File: config.mk
export PLATFORM = sky130hd
export DESIGN_NAME = cursor_list_free_pool
export DESIGN_NICKNAME = d
export VERILOG_FILES = /design/src/sv/clfp_pkg.sv /design/src/sv/clfp_front.sv /design/src/sv/clfp_back.sv /design/src/sv/cursor_list_free_pool.sv
export SDC_FILE = /design/constraint.sdc
export NUM_CORES = 1
export LEC_CHECK = 0
export BUFFER_PORTS_ARGS = -buffer_cell sky130_fd_sc_hd__buf_2
export CAP_MARGIN = 5
export CORE_ASPECT_RATIO = 1.75
export CORE_MARGIN = 5
export CORE_UTILIZATION = 54
export CTS_BUF_LIST = sky130_fd_sc_hd__clkbuf_4 sky130_fd_sc_hd__clkbuf_8 sky130_fd_sc_hd__clkbuf_16
export CTS_CLUSTER_DIAMETER = 200
export DETAILED_ROUTE_END_ITERATION = 8
export HOLD_SLACK_MARGIN = 0.05
export PLACE_DENSITY = 0.84
export SYNTH_ARGS = -nofsm -noshare
export SYNTH_HDL_FRONTEND = slang
export SYNTH_SLANG_ARGS = --single-unit
File: constraint.sdc
create_clock -name clk -period 3.47 [get_ports clk]
set_clock_uncertainty 0.15 [all_clocks]
set_input_delay 0.1735 -clock clk [delete_from_list [all_inputs] [get_ports clk]]
set_output_delay 0.1735 -clock clk [all_outputs]
set_load 0.1 [all_outputs]
File: src/sv/clfp_pkg.sv
package clfp_pkg;

  localparam int CELLS = 16;
  localparam int IDXW = 4;
  localparam logic [4:0] NIL = 5'h1F;
  localparam int QDEPTH = 2;

  typedef enum logic [1:0] {
    CMD_FRONT   = 2'd0,
    CMD_TAIL    = 2'd1,
    CMD_RELEASE = 2'd2,
    CMD_NONE    = 2'd3
  } cmd_t;

  // One classified command handed from the front part to the back part.
  typedef struct packed {
    cmd_t       cmd;
    logic       rel_ok;
    logic [31:0] value;
    logic [IDXW-1:0] idx;
  } op_t;

  typedef enum logic [2:0] {
    ST_IDLE,
    ST_TAKE,
    ST_WALK,
    ST_LINK,
    ST_DONE
  } state_t;

  // A link is a real cell when its sign bit is clear and it lies below CELLS.
  function automatic logic valid_link(input logic [4:0] l);
    return (l[4] == 1'b0) && ({1'b0, l} < 6'(CELLS));
  endfunction

endpackage

File: src/sv/clfp_front.sv
module clfp_front
  import clfp_pkg::*;
(
  input  logic              clk,
  input  logic              rst,
  input  logic              valid,
  output logic              stall,
  input  logic [1:0]        command,
  input  logic signed [31:0] value,
  input  logic [3:0]        cell_index,
  output logic              q_valid,
  output op_t               q_op,
  input  logic              q_pop
);

  op_t              slots [QDEPTH];
  logic             wr_ptr;
  logic             rd_ptr;
  logic [1:0]       count;
  logic             push;
  op_t              op_in;

  // Classify the incoming item.
  always_comb begin
    op_in.cmd    = cmd_t'(command);
    op_in.rel_ok = ({1'b0, cell_index} < 5'(CELLS));
    op_in.value  = value;
    op_in.idx    = cell_index;
  end

  assign stall   = (count == 2'(QDEPTH));
  assign push    = valid && !stall;
  assign q_valid = (count != 2'd0);
  assign q_op    = slots[rd_ptr];

  always_ff @(posedge clk) begin
    if (push) begin
      slots[wr_ptr] <= op_in;
    end
  end

  // Queue pointers and fill count.
  always_ff @(posedge clk) begin
    if (rst) begin
      wr_ptr <= 1'b0;
      rd_ptr <= 1'b0;
      count  <= 2'd0;
    end else begin
      if (push) wr_ptr <= ~wr_ptr;
      if (q_pop) rd_ptr <= ~rd_ptr;
      count <= count + 2'(push) - 2'(q_pop);
    end
  end

  a_no_pop_empty: assert property (@(posedge clk) disable iff (rst) q_pop |-> q_valid)
    else $error("pop from empty queue");
  a_no_overflow: assert property (@(posedge clk) disable iff (rst)
    (count == 2'(QDEPTH) && !q_pop) |=> count == 2'(QDEPTH))
    else $error("queue count lost");
  a_count_range: assert property (@(posedge clk) disable iff (rst) count <= 2'(QDEPTH))
    else $error("queue count overflow");

endmodule

File: src/sv/clfp_back.sv
module clfp_back
  import clfp_pkg::*;
(
  input  logic              clk,
  input  logic              rst,
  input  logic              q_valid,
  input  op_t               q_op,
  output logic              q_pop,
  output logic              out_valid,
  input  logic              out_stall,
  output logic              status,
  output logic signed [4:0] new_cell,
  output logic signed [4:0] head_now,
  output logic signed [4:0] free_now
);

  logic [31:0]     cell_values [CELLS];
  logic [4:0]      links [CELLS];
  logic [CELLS-1:0] link_set;
  logic [4:0]      list_head;
  logic [4:0]      free_head;
  state_t          state;
  state_t          state_next;
  op_t             op;
  logic [4:0]      got;
  logic [4:0]      at;
  logic [IDXW:0]   hops;
  logic [4:0]      rd_link;
  logic [4:0]      nxt;
  logic [IDXW-1:0] rd_addr;

  // Link read: entries never written since reset hold their initial chain.
  always_comb begin
    rd_addr = (state == ST_TAKE) ? free_head[IDXW-1:0] : at[IDXW-1:0];
    rd_link = link_set[rd_addr] ? links[rd_addr] :
              ((32'(rd_addr) == CELLS - 1) ? NIL : 5'(rd_addr) + 5'd1);
    nxt     = (at == NIL) ? list_head : rd_link;
  end

  // Sequencer for one command.
  always_comb begin
    state_next = state;
    q_pop      = 1'b0;
    unique case (state)
      ST_IDLE: if (q_valid) begin
        q_pop = 1'b1;
        state_next = ST_TAKE;
      end
      ST_TAKE: begin
        if (op.cmd == CMD_TAIL && valid_link(free_head)) state_next = ST_WALK;
        else state_next = ST_DONE;
      end
      ST_WALK: begin
        if (!valid_link(nxt) || 32'(hops) == CELLS - 1) state_next = ST_LINK;
      end
      ST_LINK: state_next = ST_DONE;
      ST_DONE: if (!out_stall) state_next = ST_IDLE;
      default: state_next = ST_IDLE;
    endcase
  end

  assign out_valid = (state == ST_DONE);

  always_ff @(posedge clk) begin
    if (rst) state <= ST_IDLE;
    else state <= state_next;
  end

  always_ff @(posedge clk) begin
    if (rst) begin
      list_head <= NIL;
      free_head <= 5'd0;
      link_set  <= '0;
    end else begin
      unique case (state)
        ST_IDLE: begin
          op   <= q_op;
          got  <= NIL;
          at   <= NIL;
          hops <= '0;
        end
        ST_TAKE: begin
          status <= 1'b0;
          if (op.cmd == CMD_FRONT || op.cmd == CMD_TAIL) begin
            if (!valid_link(free_head)) begin
              status <= 1'b1;
            end else begin
              got <= free_head;
              free_head <= rd_link;
              cell_values[free_head[IDXW-1:0]] <= op.value;
              link_set[free_head[IDXW-1:0]] <= 1'b1;
              if (op.cmd == CMD_FRONT) begin
                links[free_head[IDXW-1:0]] <= list_head;
                list_head <= free_head;
              end else begin
                links[free_head[IDXW-1:0]] <= NIL;
              end
            end
          end else if (op.cmd == CMD_RELEASE && op.rel_ok) begin
            links[op.idx] <= free_head;
            link_set[op.idx] <= 1'b1;
            free_head <= {1'b0, op.idx};
          end
        end
        ST_WALK: begin
          if (valid_link(nxt)) at <= nxt;
          hops <= hops + 1'b1;
        end
        ST_LINK: begin
          if (at == NIL) begin
            list_head <= got;
          end else begin
            links[at[IDXW-1:0]] <= got;
            link_set[at[IDXW-1:0]] <= 1'b1;
          end
        end
        ST_DONE: ;
        default: ;
      endcase
    end
  end

  assign new_cell = got;
  assign head_now = list_head;
  assign free_now = free_head;

  a_full_nocell: assert property (@(posedge clk) disable iff (rst)
    (out_valid && status) |-> new_cell == NIL)
    else $error("full result carries a cell");
  a_hold: assert property (@(posedge clk) disable iff (rst)
    (out_valid && out_stall) |=> out_valid && $stable(free_now))
    else $error("result changed under stall");
  a_pop_idle: assert property (@(posedge clk) disable iff (rst)
    q_pop |-> state == ST_IDLE)
    else $error("pop outside idle");

endmodule

File: src/sv/cursor_list_free_pool.sv
// Cursor list with a free pool of 16 cells.
// Input channel: valid/stall with command, value and cell_index. Command 0
// inserts at the front, 1 inserts at the tail, 2 releases a cell back to
// the free chain. Output channel: valid/stall with status, new_cell,
// head_now and free_now, one result item per input item.
// A two-entry queue decouples command intake from the execution sequencer.
// Front insert, release and unused commands pass from IDLE through TAKE to
// DONE; a tail insert also walks the links one memory read a cycle in WALK
// and then writes the new link in LINK before DONE.
// The sequencer handles one item at a time: it pops no new item from the
// queue until the current result has been taken in DONE.
// Reset clears the list to empty and the free chain to 0,1,...,CELLS-1,
// with no clearing pass. While the output is stalled the result holds and
// the sequencer waits; the queue keeps accepting until it is full.
module cursor_list_free_pool
  import clfp_pkg::*;
(
  input  logic              clk,
  input  logic              rst,
  input  logic              in_valid,
  output logic              in_stall,
  input  logic [1:0]        command,
  input  logic signed [31:0] value,
  input  logic [3:0]        cell_index,
  output logic              out_valid,
  input  logic              out_stall,
  output logic              status,
  output logic signed [4:0] new_cell,
  output logic signed [4:0] head_now,
  output logic signed [4:0] free_now
);

  logic q_valid;
  logic q_pop;
  op_t  q_op;

  clfp_front u_front (
    .clk, .rst, .valid(in_valid), .stall(in_stall), .command, .value, .cell_index,
    .q_valid, .q_op, .q_pop
  );

  clfp_back u_back (
    .clk, .rst, .q_valid, .q_op, .q_pop, .out_valid, .out_stall,
    .status, .new_cell, .head_now, .free_now
  );

endmodule
==> summary.md, run 1 <==
| Metric | Value |
|---|---|
| Final Core Density | roughly 64% |
| Setup WS pre-CTS | -0.0520 ns |
| First-pass GRT wire length | 29800 um |
| Clock sink count | 147 |
| Starting DRT DRC Count | 703 |
| DR WL/cell | 21.4 um |
| TritonRoute pass-1 iters | 8 |
| Worst setup EP type | register |
| H-tree levels | 4 |
| Die area | 15500 sq um |
| CTS tree | yes |
| Max-cap check violation count | 0 |
| Fmax | 0.293 GHz |
| Placed cell count | 842 |
| Status | complete, but fails checks |
| Slew HR | 14.0% |
| Root buffer cell | clkbuf_16 |
| GPL Wtd Cong | 0.946 |
| Avg Cell Area, Syn | 11.0 sq um |
| Seq pwr share | 35.0% |
| Number of remaining DRC errors | 2 |
| Internal Pwr Total | 3.88 mW |
| Power Dens Cells | 777 nW/um^2 |
| Crit Path Class | reg -> reg |
| Final hold violation count | 0 |
| # setup viols final | 0 |
| Syn_nets | 686 |
| Switch Pwr | 2.55 mW |
| Multi-input gate area | 2720 sq um |
| Row cnt | 55 |
| Reg clk slew, reported paths | 0.07 ns |
| Height of the chip | around 160 um |
| Largest net degree at the start of global routing | 39 |
| FFs w/ async S/R, synth | 0% |
| WP data arrival | 3.36 ns |
| Worst r2r src | u_back.state[0]$_SDFFE_PP0P_ |
| DR vias | 5557 |
| Drt total wl | 18800 um |
| Register Area | 4090 sq um |
| Antenna Cells | 0 |
| Mapped cell area | 7010 sq um |
| Period minus WS final | 3.42 ns |
| Leak Pwr | 3.09 nW |
| Share of cells above drive strength 1 | 21.1% |
| P&R area growth vs syn | 18.1% |
| Min-delay src | rst |
| Fin crit share | 98.5% |
| CP startpoint kind | register |
| Sw Ratio | 39.6% |
| GRT Total Usage | 25.7% |
| Distinct cell type count after synthesis | 63 |
| Crit path max fanout | 20 |
| Final Hold Slack | 0.107 ns |
| Setup ws final | 0.0533 ns |
| #FFs+latches synth | 147 |
| Fillers | 962 |
| Number of synthesized flops with an enable pin | roughly 110 |
| Remaining Overflow, GRT | 0 |
| Max Slew Vio Count | 0 |
| Antenna viol nets, final | 0 |
| Initial antenna violation count | 0 |
| Non-filler instance count after layout | 882 |
| Core area | 12900 sq um |
| Clock power share | 27.8% |
| Post-DP HPWL | 13200 um |
| Clock Latency Late Sink | 0.43 ns |
| I/O pins | 60 |
| Combinational Power Share | 37.2% |
| Warnings from Yosys | 0 |
| R2R Setup Slk | 0.05 ns |
| Vias in the first global route | between 5000 and 6000 |
| Tightest Pin Transition | 1.28 ns |
| Starting Density | 54.5% |
| Fin nets | 745 |
| Worst Path Required | ~3.4 ns |
| Violated checks | design-rule violations |
| Vias per inst | between 6 and 7 |
| Cell count after synthesis | ~640 |
| CP Launch Point | u_back.state[0]$_SDFFE_PP0P_ |
| Clk buf depth | 2 |
| Max VDD drop | 0.000373 V |
| Predominant post-synthesis flop cell | edfxtp_1 |
| Die X | 96.1 um |
| CTS Buf Count | 17 |
| PortBufs | 27 |
| Sequential share of the synthesized area | 58.2% |
| Worst hold path class | in -> reg |
==> area by class of cell <==
type                       count  area share, %
clock buffer                  17           5.14
inverter                      14          0.635
clock inverter                15           1.98
tap                          171           2.58
timing repair buffer          85           7.44
sequential                   147           49.4
multi-input combinational    433           32.9
==> final timing paths <==
| path | to | depth (start not counted) |
|---|---|---|
| max reg2reg | u_back.at[3]$_SDFFCE_PN1P_ | 9 |
| min reg2reg | u_back.link_set[15]$_SDFFE_PP0P_ | 2 |
| max | u_back.at[3]$_SDFFCE_PN1P_ | 9 |
| min | u_front.count[1]$_SDFF_PP0_ | 3 |
==> power groups by stage <==
stage	Sequential [mW]	Combinational (mW)	Clock [mW]
6_report	2.25	2.39	1.79
5_1_grt	2.26	2.55	1.89
4_1_cts	2.24	2.33	1.81
3_5_place_dp	2.28	2.29	0
3_3_place_gp	2.27	2.19	0
2_1_floorplan	2.51	1.37	0
==> routing by layer <==
layer | vias to the layer above | global-route usage [%] | wire (um)
li1 | 2502 | - | -
met1 | 2646 | 29.2 | 6490
met2 | 310 | 42.7 | 9810
met3 | 99 | 5.25 | 1210
met4 | 0 | 16.4 | 1330
met5 | - | 0 | 0
==> registers in the layout (all words and copies together), names as in the netlist <==
register	cells
u_back.head_now	5
u_front.slots	12
u_back.at	5
u_back.links	80
u_front.count	2
u_back.link_set	16
u_back.hops	5
u_front.rd_ptr	1
u_back.free_now	5
u_back.new_cell	5
u_front.wr_ptr	1
u_back.state	3
u_back.status	1
u_back.op	6
==> cells by family after synthesis <==
logic type	count (synthesis)	synth area share, %
flops	147	58.2
simple gates	218	14.5
buf+inv	59	3.64
mux	48	7.78
compound gates	156	14.2
fa+ha+maj	5	0.892
xor+xnor	6	0.750
==> critical path, stage by stage, from the launching register on <==
cell,delay [ns]
dfxtp_1,0.31
or3b_1,0.33
buf_4,0.35
nand2_1,0.21
a221oi_1,0.49
nor4_2,0.14
nor4_4,0.27
o22ai_1,0.22
mux2_4,0.32
a21boi_2,0.31
==> placed cells by master (no fill, tap or decap), types with 6 or more instances in the layout <==
cell and n:
a211oi_1 11, a21oi_1 51, a221oi_1 8, buf_2 27
buf_4 48, clkbuf_16 17, dfxtp_1 30, dlygate4sd3_1 8
edfxtp_1 114, inv_1 11, inv_8 8, mux2_2 8
mux2i_1 35, nand2_1 89, nand2b_1 9, nand3_1 10
nor2_1 55, nor2b_1 8, nor3_1 8, o211ai_1 7
o21ai_0 19, o22ai_1 23, o31ai_1 9, o41ai_1 6
or2_2 7
==> synth_stat cells, drive strengths merged, types with 2 or more instances <==
cell type | n | area share (%)
edfxtp | 114 | 49
nand2 | 89 | 4.8
nor2 | 59 | 3.2
a21oi | 52 | 3.8
mux2i | 36 | 5.3
dfxtp | 33 | 9.4
clkbuf | 27 | 1.4
o22ai | 23 | 2.1
o21ai | 21 | 1.5
buf | 18 | 1.4
inv | 13 | 0.70
a211oi | 12 | 1.3
nand3 | 10 | 0.71
a221oi | 9 | 1.1
mux2 | 9 | 1.5
nand2b | 9 | 0.80
o31ai | 9 | 0.96
nor2b | 8 | 0.71
nor3 | 8 | 0.57
or2 | 8 | 0.71
o211ai | 7 | 0.75
o41ai | 6 | 0.75
ha | 5 | 0.89
a22oi | 4 | 0.43
and3 | 4 | 0.36
nand3b | 4 | 0.43
mux4 | 3 | 0.96
nand4 | 3 | 0.27
nor4 | 3 | 0.48
or3 | 3 | 0.27
or3b | 3 | 0.37
xnor2 | 3 | 0.37
xor2 | 3 | 0.37
a21boi | 2 | 0.21
o31a | 2 | 0.25
==> metrics by stage <==
stage	cell area [sq um]	setup TNS [ns]	total power, mW
after floorplan	7020	0	3.88
after global placement	7560	0	4.47
after detailed placement	7560	-0.621	4.57
after CTS	8240	-0.421	6.38
after global routing	8280	-0.0541	6.70
final	8280	0	6.43
==> timing repair <==
item	in CTS	in global routing
pin swaps	0	1
hold endpoints to repair	14	0
buffers inserted	0	0
endpoints found under the setup margin	40	81
hold buffers	8	0
resized for setup	3	8
(Power assumes the default switching activity.)
==> run 2, diff against run 1 <==
ABC_AREA = 1   (was default)
CORE_UTILIZATION = 39   (was 54)
PLACE_DENSITY = 0.64   (was 0.84)
clock period = 3.7 ns   (was 3.47 ns; I/O delays follow)
==> run 2 against run 1 <==
The run now ends clean. Area after synthesis up 2.9%. Worst setup slack better by 0.54 ns. Combinational power up 30%. Highest routed layer unchanged. Count of clock-buffer cells in the layout unchanged. Die area up 39%. Synthesized cell count up 21%.
==> summary.md, run 2 <==
| Metric | Value |
|---|---|
| Top post-synthesis cells by area | edfxtp_1 47%, dfxtp_1 9.2%, nand2_1 8.4%, nor2_1 4.8%, nand3_1 4.3% |
| Post_cts resized | 0 |
| Power Dens Cells | ~860 nW/um^2 |
| Worst path most repeated cell | inv_1 |
| Fmax | ~0.32 GHz |
| Synth Area in Compound Gates | 12.4% |
| DR WL/cell | 17.5 um |
| PortBufs | 27 |
| Commonest non-fill, non-tap cell in the layout | nand2_1 |
| Fin nets | 868 |
| Starting DRT DRC Count | about 420 |
| Min-delay src | in_valid |
| Drt total wl | 18800 um |
| Largest area contributor in the netlist | edfxtp_1 |
| Worst path max stage delay | 0.55 ns |
| CTS Buf Count | 17 |
| DR vias | 5627 |
| #FFs+latches synth | 147 |
| Fin crit share | 83.9% |
| Die area | between 20000 and 25000 sq um |
| R2R Setup Slk | 0.60 ns |
| FFs w/ async S/R, synth | 0% |
| Number of synthesized flops with an enable pin | roughly 110 |
| Top-area cell type share of the netlist area | 47.4% |
| Height of the chip | 190 um |
| Leak Pwr | 3.24 nW |
| Warnings from Yosys | 0 |
| Root buffer cell | clkbuf_16 |
| # setup viols final | 0 |
| Clk buf depth | 2 |
| Sequential share of the synthesized area | 56.6% |
| Avg Cell Area, Syn | 9.30 sq um |
| Worst R2R End | u_back.links[15][1]$_DFFE_PP_ |
| Initial antenna violation count | 0 |
| Min-Delay Endpoint | u_front.wr_ptr$_SDFFE_PP0P_ |
| Post-synthesis simple-gate area fraction | 22.9% |
| I/O pins | 60 |
| Max VDD drop | 0.000518 V |
| Reg with most FFs | u_back.links |
| P&R area growth vs syn | 15.7% |
| CP startpoint kind | register |
| Worst Path Required | approximately 3.6 ns |
| Adder-Cell Fraction of Synth Area | less than 1% |
| Status | finished, final reports clean |
| Post-DP HPWL | 13900 um |
| Hold depth | 5 |
| Period minus WS final | roughly 3.1 ns |
| Row cnt | 66 |
| Max-cap check violation count | 0 |
| Xor/xnor cell area share of the yosys netlist | 0.243% |
| Slew HR | 17.4% |
| Main combinational cell family by area after synthesis | simple AND/OR/NAND/NOR gates |
| Final Core Density | 45.3% |
| Number of remaining DRC errors | 0 |
| Max reg flops | 80 |
| Mapped cell area | 7220 sq um |
| Worst r2r src | u_back.at[3]$_SDFFCE_PN1P_ |
| Post-synthesis mux area share | 0.156% |
| Commonest non-fill, non-tap cells in the layout | 162 x nand2_1, 114 x edfxtp_1, 92 x nor2_1 |
| WP data arrival | 3.01 ns |
| Die X | 113 um |
| Core area | 18400 sq um |
| Top Registers | u_back.links: 80 flops, u_back.link_set: 16 flops, u_front.slots: 12 flops |
| Worst hold path class | in -> reg |
| Syn_nets | 823 |
| Reg2Reg Depth | 10 |
| Final hold violation count | 0 |
| Setup TNS | 0 ns |
| Distinct cell type count after synthesis | 45 |
| Crit-path cells | inv_1 -> nor3_1 -> nand2_1 -> nand3_2 -> o211ai_1 -> o21ai_0 -> inv_1 -> nor2_1 -> inv_1 -> nor2_1 |
| Share of cells above drive strength 1 | between 10% and 20% |
| GRT Total Usage | 17.7% |
| Largest net degree at the start of global routing | 41 |
| Slowest CP cell | edfxtp_1 |
| Crit Path Class | reg -> reg |
| TritonRoute pass-1 iters | 5 |
| Synth cell count leaders | 162 x nand2_1, 114 x edfxtp_1, 93 x nor2_1 |
| Remaining Overflow, GRT | 0 |
| Crit path max fanout | 19 |
| Clock sink count | about 150 |
| Cell count after synthesis | around 780 |
| Antenna viol nets, final | 0 |
| Tightest Pin Transition | 1.24 ns |
| GPL Wtd Cong | 0.952 |
| Count leader, synth | nand2_1 |
| RSZ-0062 raised after global routing | no |
| Fillers | 1740 |
| Starting Density | 39.2% |
| Vias per inst | 5.25 |
| Predominant post-synthesis flop cell | edfxtp_1 |
| Max Slew Vio Count | 0 |
| Setup bufs post-CTS | 0 |
| CTS tree | yes |
| Worst setup EP type | register |
| First-pass GRT wire length | 28600 um |
| Clock Latency Late Sink | approximately 0.43 ns |
| H-tree levels | 4 |
| Hold buffers post-CTS | 8 |
| Antenna Cells | 0 |
| Vias in the first global route | between 5000 and 6000 |
| Reg clk slew, reported paths | 0.07 ns |
[run 2: cell types whose count changed in the layout (fill, tap and decap cells not counted), moves of 8 or more]
cell / previous run / this run
a21oi_1: 51 / 31
nand2_1: 89 / 162
mux2i_1: 35 / 0
nand3_1: 10 / 62
nor2_1: 55 / 92
o21ai_0: 19 / 45
buf_4: 48 / 19
o22ai_1: 23 / 5
nand2b_1: 9 / 0
o211ai_1: 7 / 29
a211oi_1: 11 / 0
inv_1: 11 / 77
o31ai_1: 9 / 1
nor2b_1: 8 / 0
[run 2: layout make-up]
cell class	instances	area (sq um)	area share, %
clock inverter	15	203	2.43
sequential	147	4080	48.9
inverter	83	317	3.79
multi-input combinational	517	2640	31.7
timing repair buffer	55	378	4.53
tap	238	298	3.57
clock buffer	17	425	5.10
[run 2: worst max-delay path: cells and delay by family, from the launching register on]
family	cells	cell delay [ns]
compound gates	2	0.33
buf+inv	3	0.36
flops	1	0.55
simple gates	5	1.35
[run 2: report_power, final]
group          internal (mW)  switching, mW
combinational          0.825           2.27
clock                   1.13          0.687
sequential              2.06          0.161
[run 2: how the worst max path moves through the flow]
stage	endpoint	depth (start not counted)	from
2_1_floorplan	u_back.state[0]$_SDFFE_PP0P_	6	u_back.state[1]$_SDFFE_PP0P_
3_3_place_gp	u_back.links[2][0]$_DFFE_PP_	10	u_back.at[3]$_SDFFCE_PN1P_
3_5_place_dp	u_back.links[5][1]$_DFFE_PP_	10	u_back.at[3]$_SDFFCE_PN1P_
4_1_cts	u_back.links[5][2]$_DFFE_PP_	10	u_back.at[3]$_SDFFCE_PN1P_
5_1_grt	u_back.links[5][0]$_DFFE_PP_	10	u_back.at[3]$_SDFFCE_PN1P_
6_report	u_back.links[15][1]$_DFFE_PP_	10	u_back.at[3]$_SDFFCE_PN1P_
[run 2: stage by stage]
stage                     total power [mW]  setup slack (ns)  area (sq um)  hold slack, ns  cells
after global routing                  7.50             0.386          8350           0.178   1072
after global placement                5.28             0.735          7640           0.226   1032
after detailed placement              5.32             0.688          7640           0.227   1032
final                                 7.14             0.595          8350           0.127   1072
after floorplan                       4.50             0.399          7220           0.134    776
after CTS                             7.15             0.682          8350           0.110   1072
[run 2: cell families (layout without fill, tap and decap cells)]
logic type / after synthesis / in the layout
XOR/XNOR: 2 / 2
adder cells (fa/ha/maj): 5 / 5
multiplexers: 1 / 1
AND/OR/NAND/NOR: 364 / 364
buffers and inverters: 112 / 170
flip-flops: 147 / 147
AO/OA/AOI/OAI: 145 / 145
[run 2: routing by layer]
layer	global-route usage (%)	up-vias	share of wire [%]
li1	-	2741	-
met3	2.64	57	3.3
met4	11.6	0	5.9
met1	16.5	2667	35
met2	34.5	162	56
met5	0	-	0
==> run 3, diff against run 2 <==
ABC_AREA = 0   (was 1)
PLACE_DENSITY = 0.66   (was 0.64)
clock period = 2.7 ns   (was 3.7 ns; I/O delays follow)
==> run 3 against run 2 <==
The flow now finishes with violations (negative setup slack). Sequential power grew 30%. Sequential share of layout area shrank 5.5 points. Fmax grew 1.3%. Power grew 33%. Critical path type unchanged. Largest power group unchanged.
==> summary.md, run 3 (synthesized netlist as in run 1, its figures left out) <==
| Metric | Value |
|---|---|
| Placed cell count | 936 |
| Reg with most FFs | u_back.links |
| Vias per inst | 5.67 |
| Fin nets | 798 |
| GRT Total Usage | 20.1% |
| Drt total wl | 20800 um |
| WP data arrival | 3.03 ns |
| Reg clk slew, reported paths | 0.06 ns |
| I/O pins | 60 |
| Antenna Cells | 0 |
| First-pass GRT wire length | roughly 32000 um |
| CTS tree | yes |
| Core area | around 18000 sq um |
| Final Hold Slack | 0.294 ns |
| Slew HR | 58.1% |
| Crit path max fanout | 6 |
| Worst path max stage delay | 0.48 ns |
| Die area | 20900 sq um |
| Share of cells above drive strength 1 | 33.9% |
| Vias in the first global route | 5972 |
| Internal Pwr Total | 5.87 mW |
| CP endpoint | u_back.at[3]$_SDFFCE_PN1P_ |
| Leak Pwr | 3.50 nW |
| GPL Wtd Cong | 0.884 |
| Remaining Overflow, GRT | 0 |
| Max reg flops | 80 |
| Fin crit share | 114% |
| Antenna viol nets, final | 0 |
| CTS Buf Count | 17 |
| Row cnt | 65 |
| Worst Path Required | approximately 2.7 ns |
| Slowest CP cell | or3b_4 |
| Clock sink count | roughly 150 |
| Tightest Pin Transition | slightly above 0.6 ns |
| Largest net degree at the start of global routing | 38 |
| RSZ-0062 raised after global routing | yes |
| Crit Path Class | reg -> reg |
| Status | complete, but fails checks |
| R2R Setup Slk | -0.36 ns |
| Power Dens Cells | 1010 nW/um^2 |
| Commonest non-fill, non-tap cell in the layout | edfxtp_1 |
| Starting DRT DRC Count | 617 |
| Number of cells on the critical path | 9 |
| Non-filler instance count after layout | 998 |
| # setup viols final | 95 |
| DR WL/cell | 20.8 um |
| Worst path most repeated cell | nor4_4 |
| Setup TNS | -18.44 ns |
| Number of remaining DRC errors | 0 |
| Worst r2r src | u_back.state[2]$_SDFFE_PP0P_ |
| Buf+Inv Stages, Crit Path | 1 |
| Max VDD drop | ~0.00044 V |
| Clock power share | 25.7% |
| Setup WS pre-CTS | -0.460 ns |
| DR vias | around 5700 |
| Violated checks | negative setup slack |
| CP Launch Point | u_back.state[2]$_SDFFE_PP0P_ |
| Worst R2R End | u_back.at[3]$_SDFFCE_PN1P_ |
| P&R area growth vs syn | 34.6% |
| Top Registers | u_back.links: 80 flops, u_back.link_set: 16 flops, u_front.slots: 12 flops |
| Starting Density | 39.2% |
| TritonRoute pass-1 iters | 5 |
| Seq pwr share | 30.4% |
| Reg2Reg Depth | 9 |
| Die X | 111 um |
| Period minus WS final | 3.06 ns |
| Switch Pwr | between 3 and 4 mW |
| PortBufs | 27 |
| Initial antenna violation count | 0 |
| Clk buf depth | 2 |
| Post-DP HPWL | 14900 um |
| Root buffer cell | clkbuf_16 |
| Worst hold path class | in -> reg |
| Clock Latency Late Sink | 0.43 ns |
| Height of the chip | 187 um |
| Max-cap check violation count | 0 |
| Crit-path cells | or3b_4 -> mux2i_4 -> inv_2 -> a221oi_4 -> nor4_4 -> nor4_4 -> o22ai_2 -> mux2_4 -> a21boi_4 |
| Fmax | ~0.33 GHz |
| Setup ws final | -0.365 ns |
| Commonest non-fill, non-tap cells in the layout | 114 x edfxtp_1, 86 x nand2_1, 84 x buf_4 |
| Worst setup EP type | register |
| Cell family with most CP delay | simple AND/OR/NAND/NOR gates |
| CP startpoint kind | register |
| Sw Ratio | 38.2% |
| Combinational Power Share | 43.9% |
| H-tree levels | 4 |
| Max Slew Vio Count | 0 |
| Final hold violation count | 0 |
-- run 3: cell count changes in the layout (fill, tap and decap cells not counted), sizes merged, moves of 22 or more --
| cell | before | now |
|---|---|---|
| o211ai | 29 | 7 |
| inv | 87 | 17 |
| mux2i | 0 | 36 |
| o21ai | 56 | 21 |
| nand2 | 175 | 89 |
| nor2 | 100 | 59 |
| nand3 | 65 | 10 |
| buf | 47 | 127 |
-- run 3: how the worst min path moves through the flow --
stage,from,endpoint,slack (ns),depth (start not counted)
after floorplan,cell_index[0],u_front.slots[0][0]$_DFFE_PP_,0.08,0
after global placement,cell_index[3],u_front.slots[1][3]$_DFFE_PP_,0.18,1
after detailed placement,cell_index[2],u_front.slots[0][2]$_DFFE_PP_,0.19,1
after CTS,cell_index[3],u_front.slots[1][3]$_DFFE_PP_,0.28,2
after global routing,cell_index[3],u_front.slots[1][3]$_DFFE_PP_,0.29,2
final,cell_index[3],u_front.slots[1][3]$_DFFE_PP_,0.29,2
-- run 3: what timing repair did --
item | in CTS | in global routing
hold endpoints to repair | 18 | 0
resized for setup | 40 | 16
endpoints found under the setup margin | 176 | 175
pin swaps | 13 | 19
hold buffers | 11 | 0
setup buffers | 11 | 11
-- run 3: stage by stage --
| step | area [sq um] | util (%) | power [mW] |
|---|---|---|---|
| after floorplan | 7390 | - | 5.23 |
| after global placement | 8210 | 45.9 | 6.37 |
| after detailed placement | 8210 | 45.9 | 6.43 |
| after CTS | 9200 | 51.4 | 9.19 |
| after global routing | 9440 | 52.7 | 9.89 |
| final | 9440 | 52.7 | 9.49 |
-- run 3: power groups by stage --
stage / sequential [mW] / clock [mW] / combinational [mW]
final: 2.89 / 2.43 / 4.17
after global routing: 2.91 / 2.57 / 4.41
after CTS: 2.88 / 2.45 / 3.85
after detailed placement: 2.92 / 0 / 3.50
after global placement: 2.92 / 0 / 3.45
after floorplan: 3.23 / 0 / 2.00
-- run 3: layer usage --
metal  vias up  part of all wire (%)  track usage, %
li1       2603                     -               -
met1      2754                    35            20.8
met2       221                    54            36.6
met3        77                   4.5            3.92
met4         0                   5.7            12.7
met5         -                     0               0
-- run 3: layout make-up --
class,count,area (sq um)
tap,234,293
timing repair buffer,138,1130
multi-input combinational,433,3250
sequential,147,4100
clock inverter,15,179
clock buffer,17,425
fill,1510,8460
inverter,14,55.1
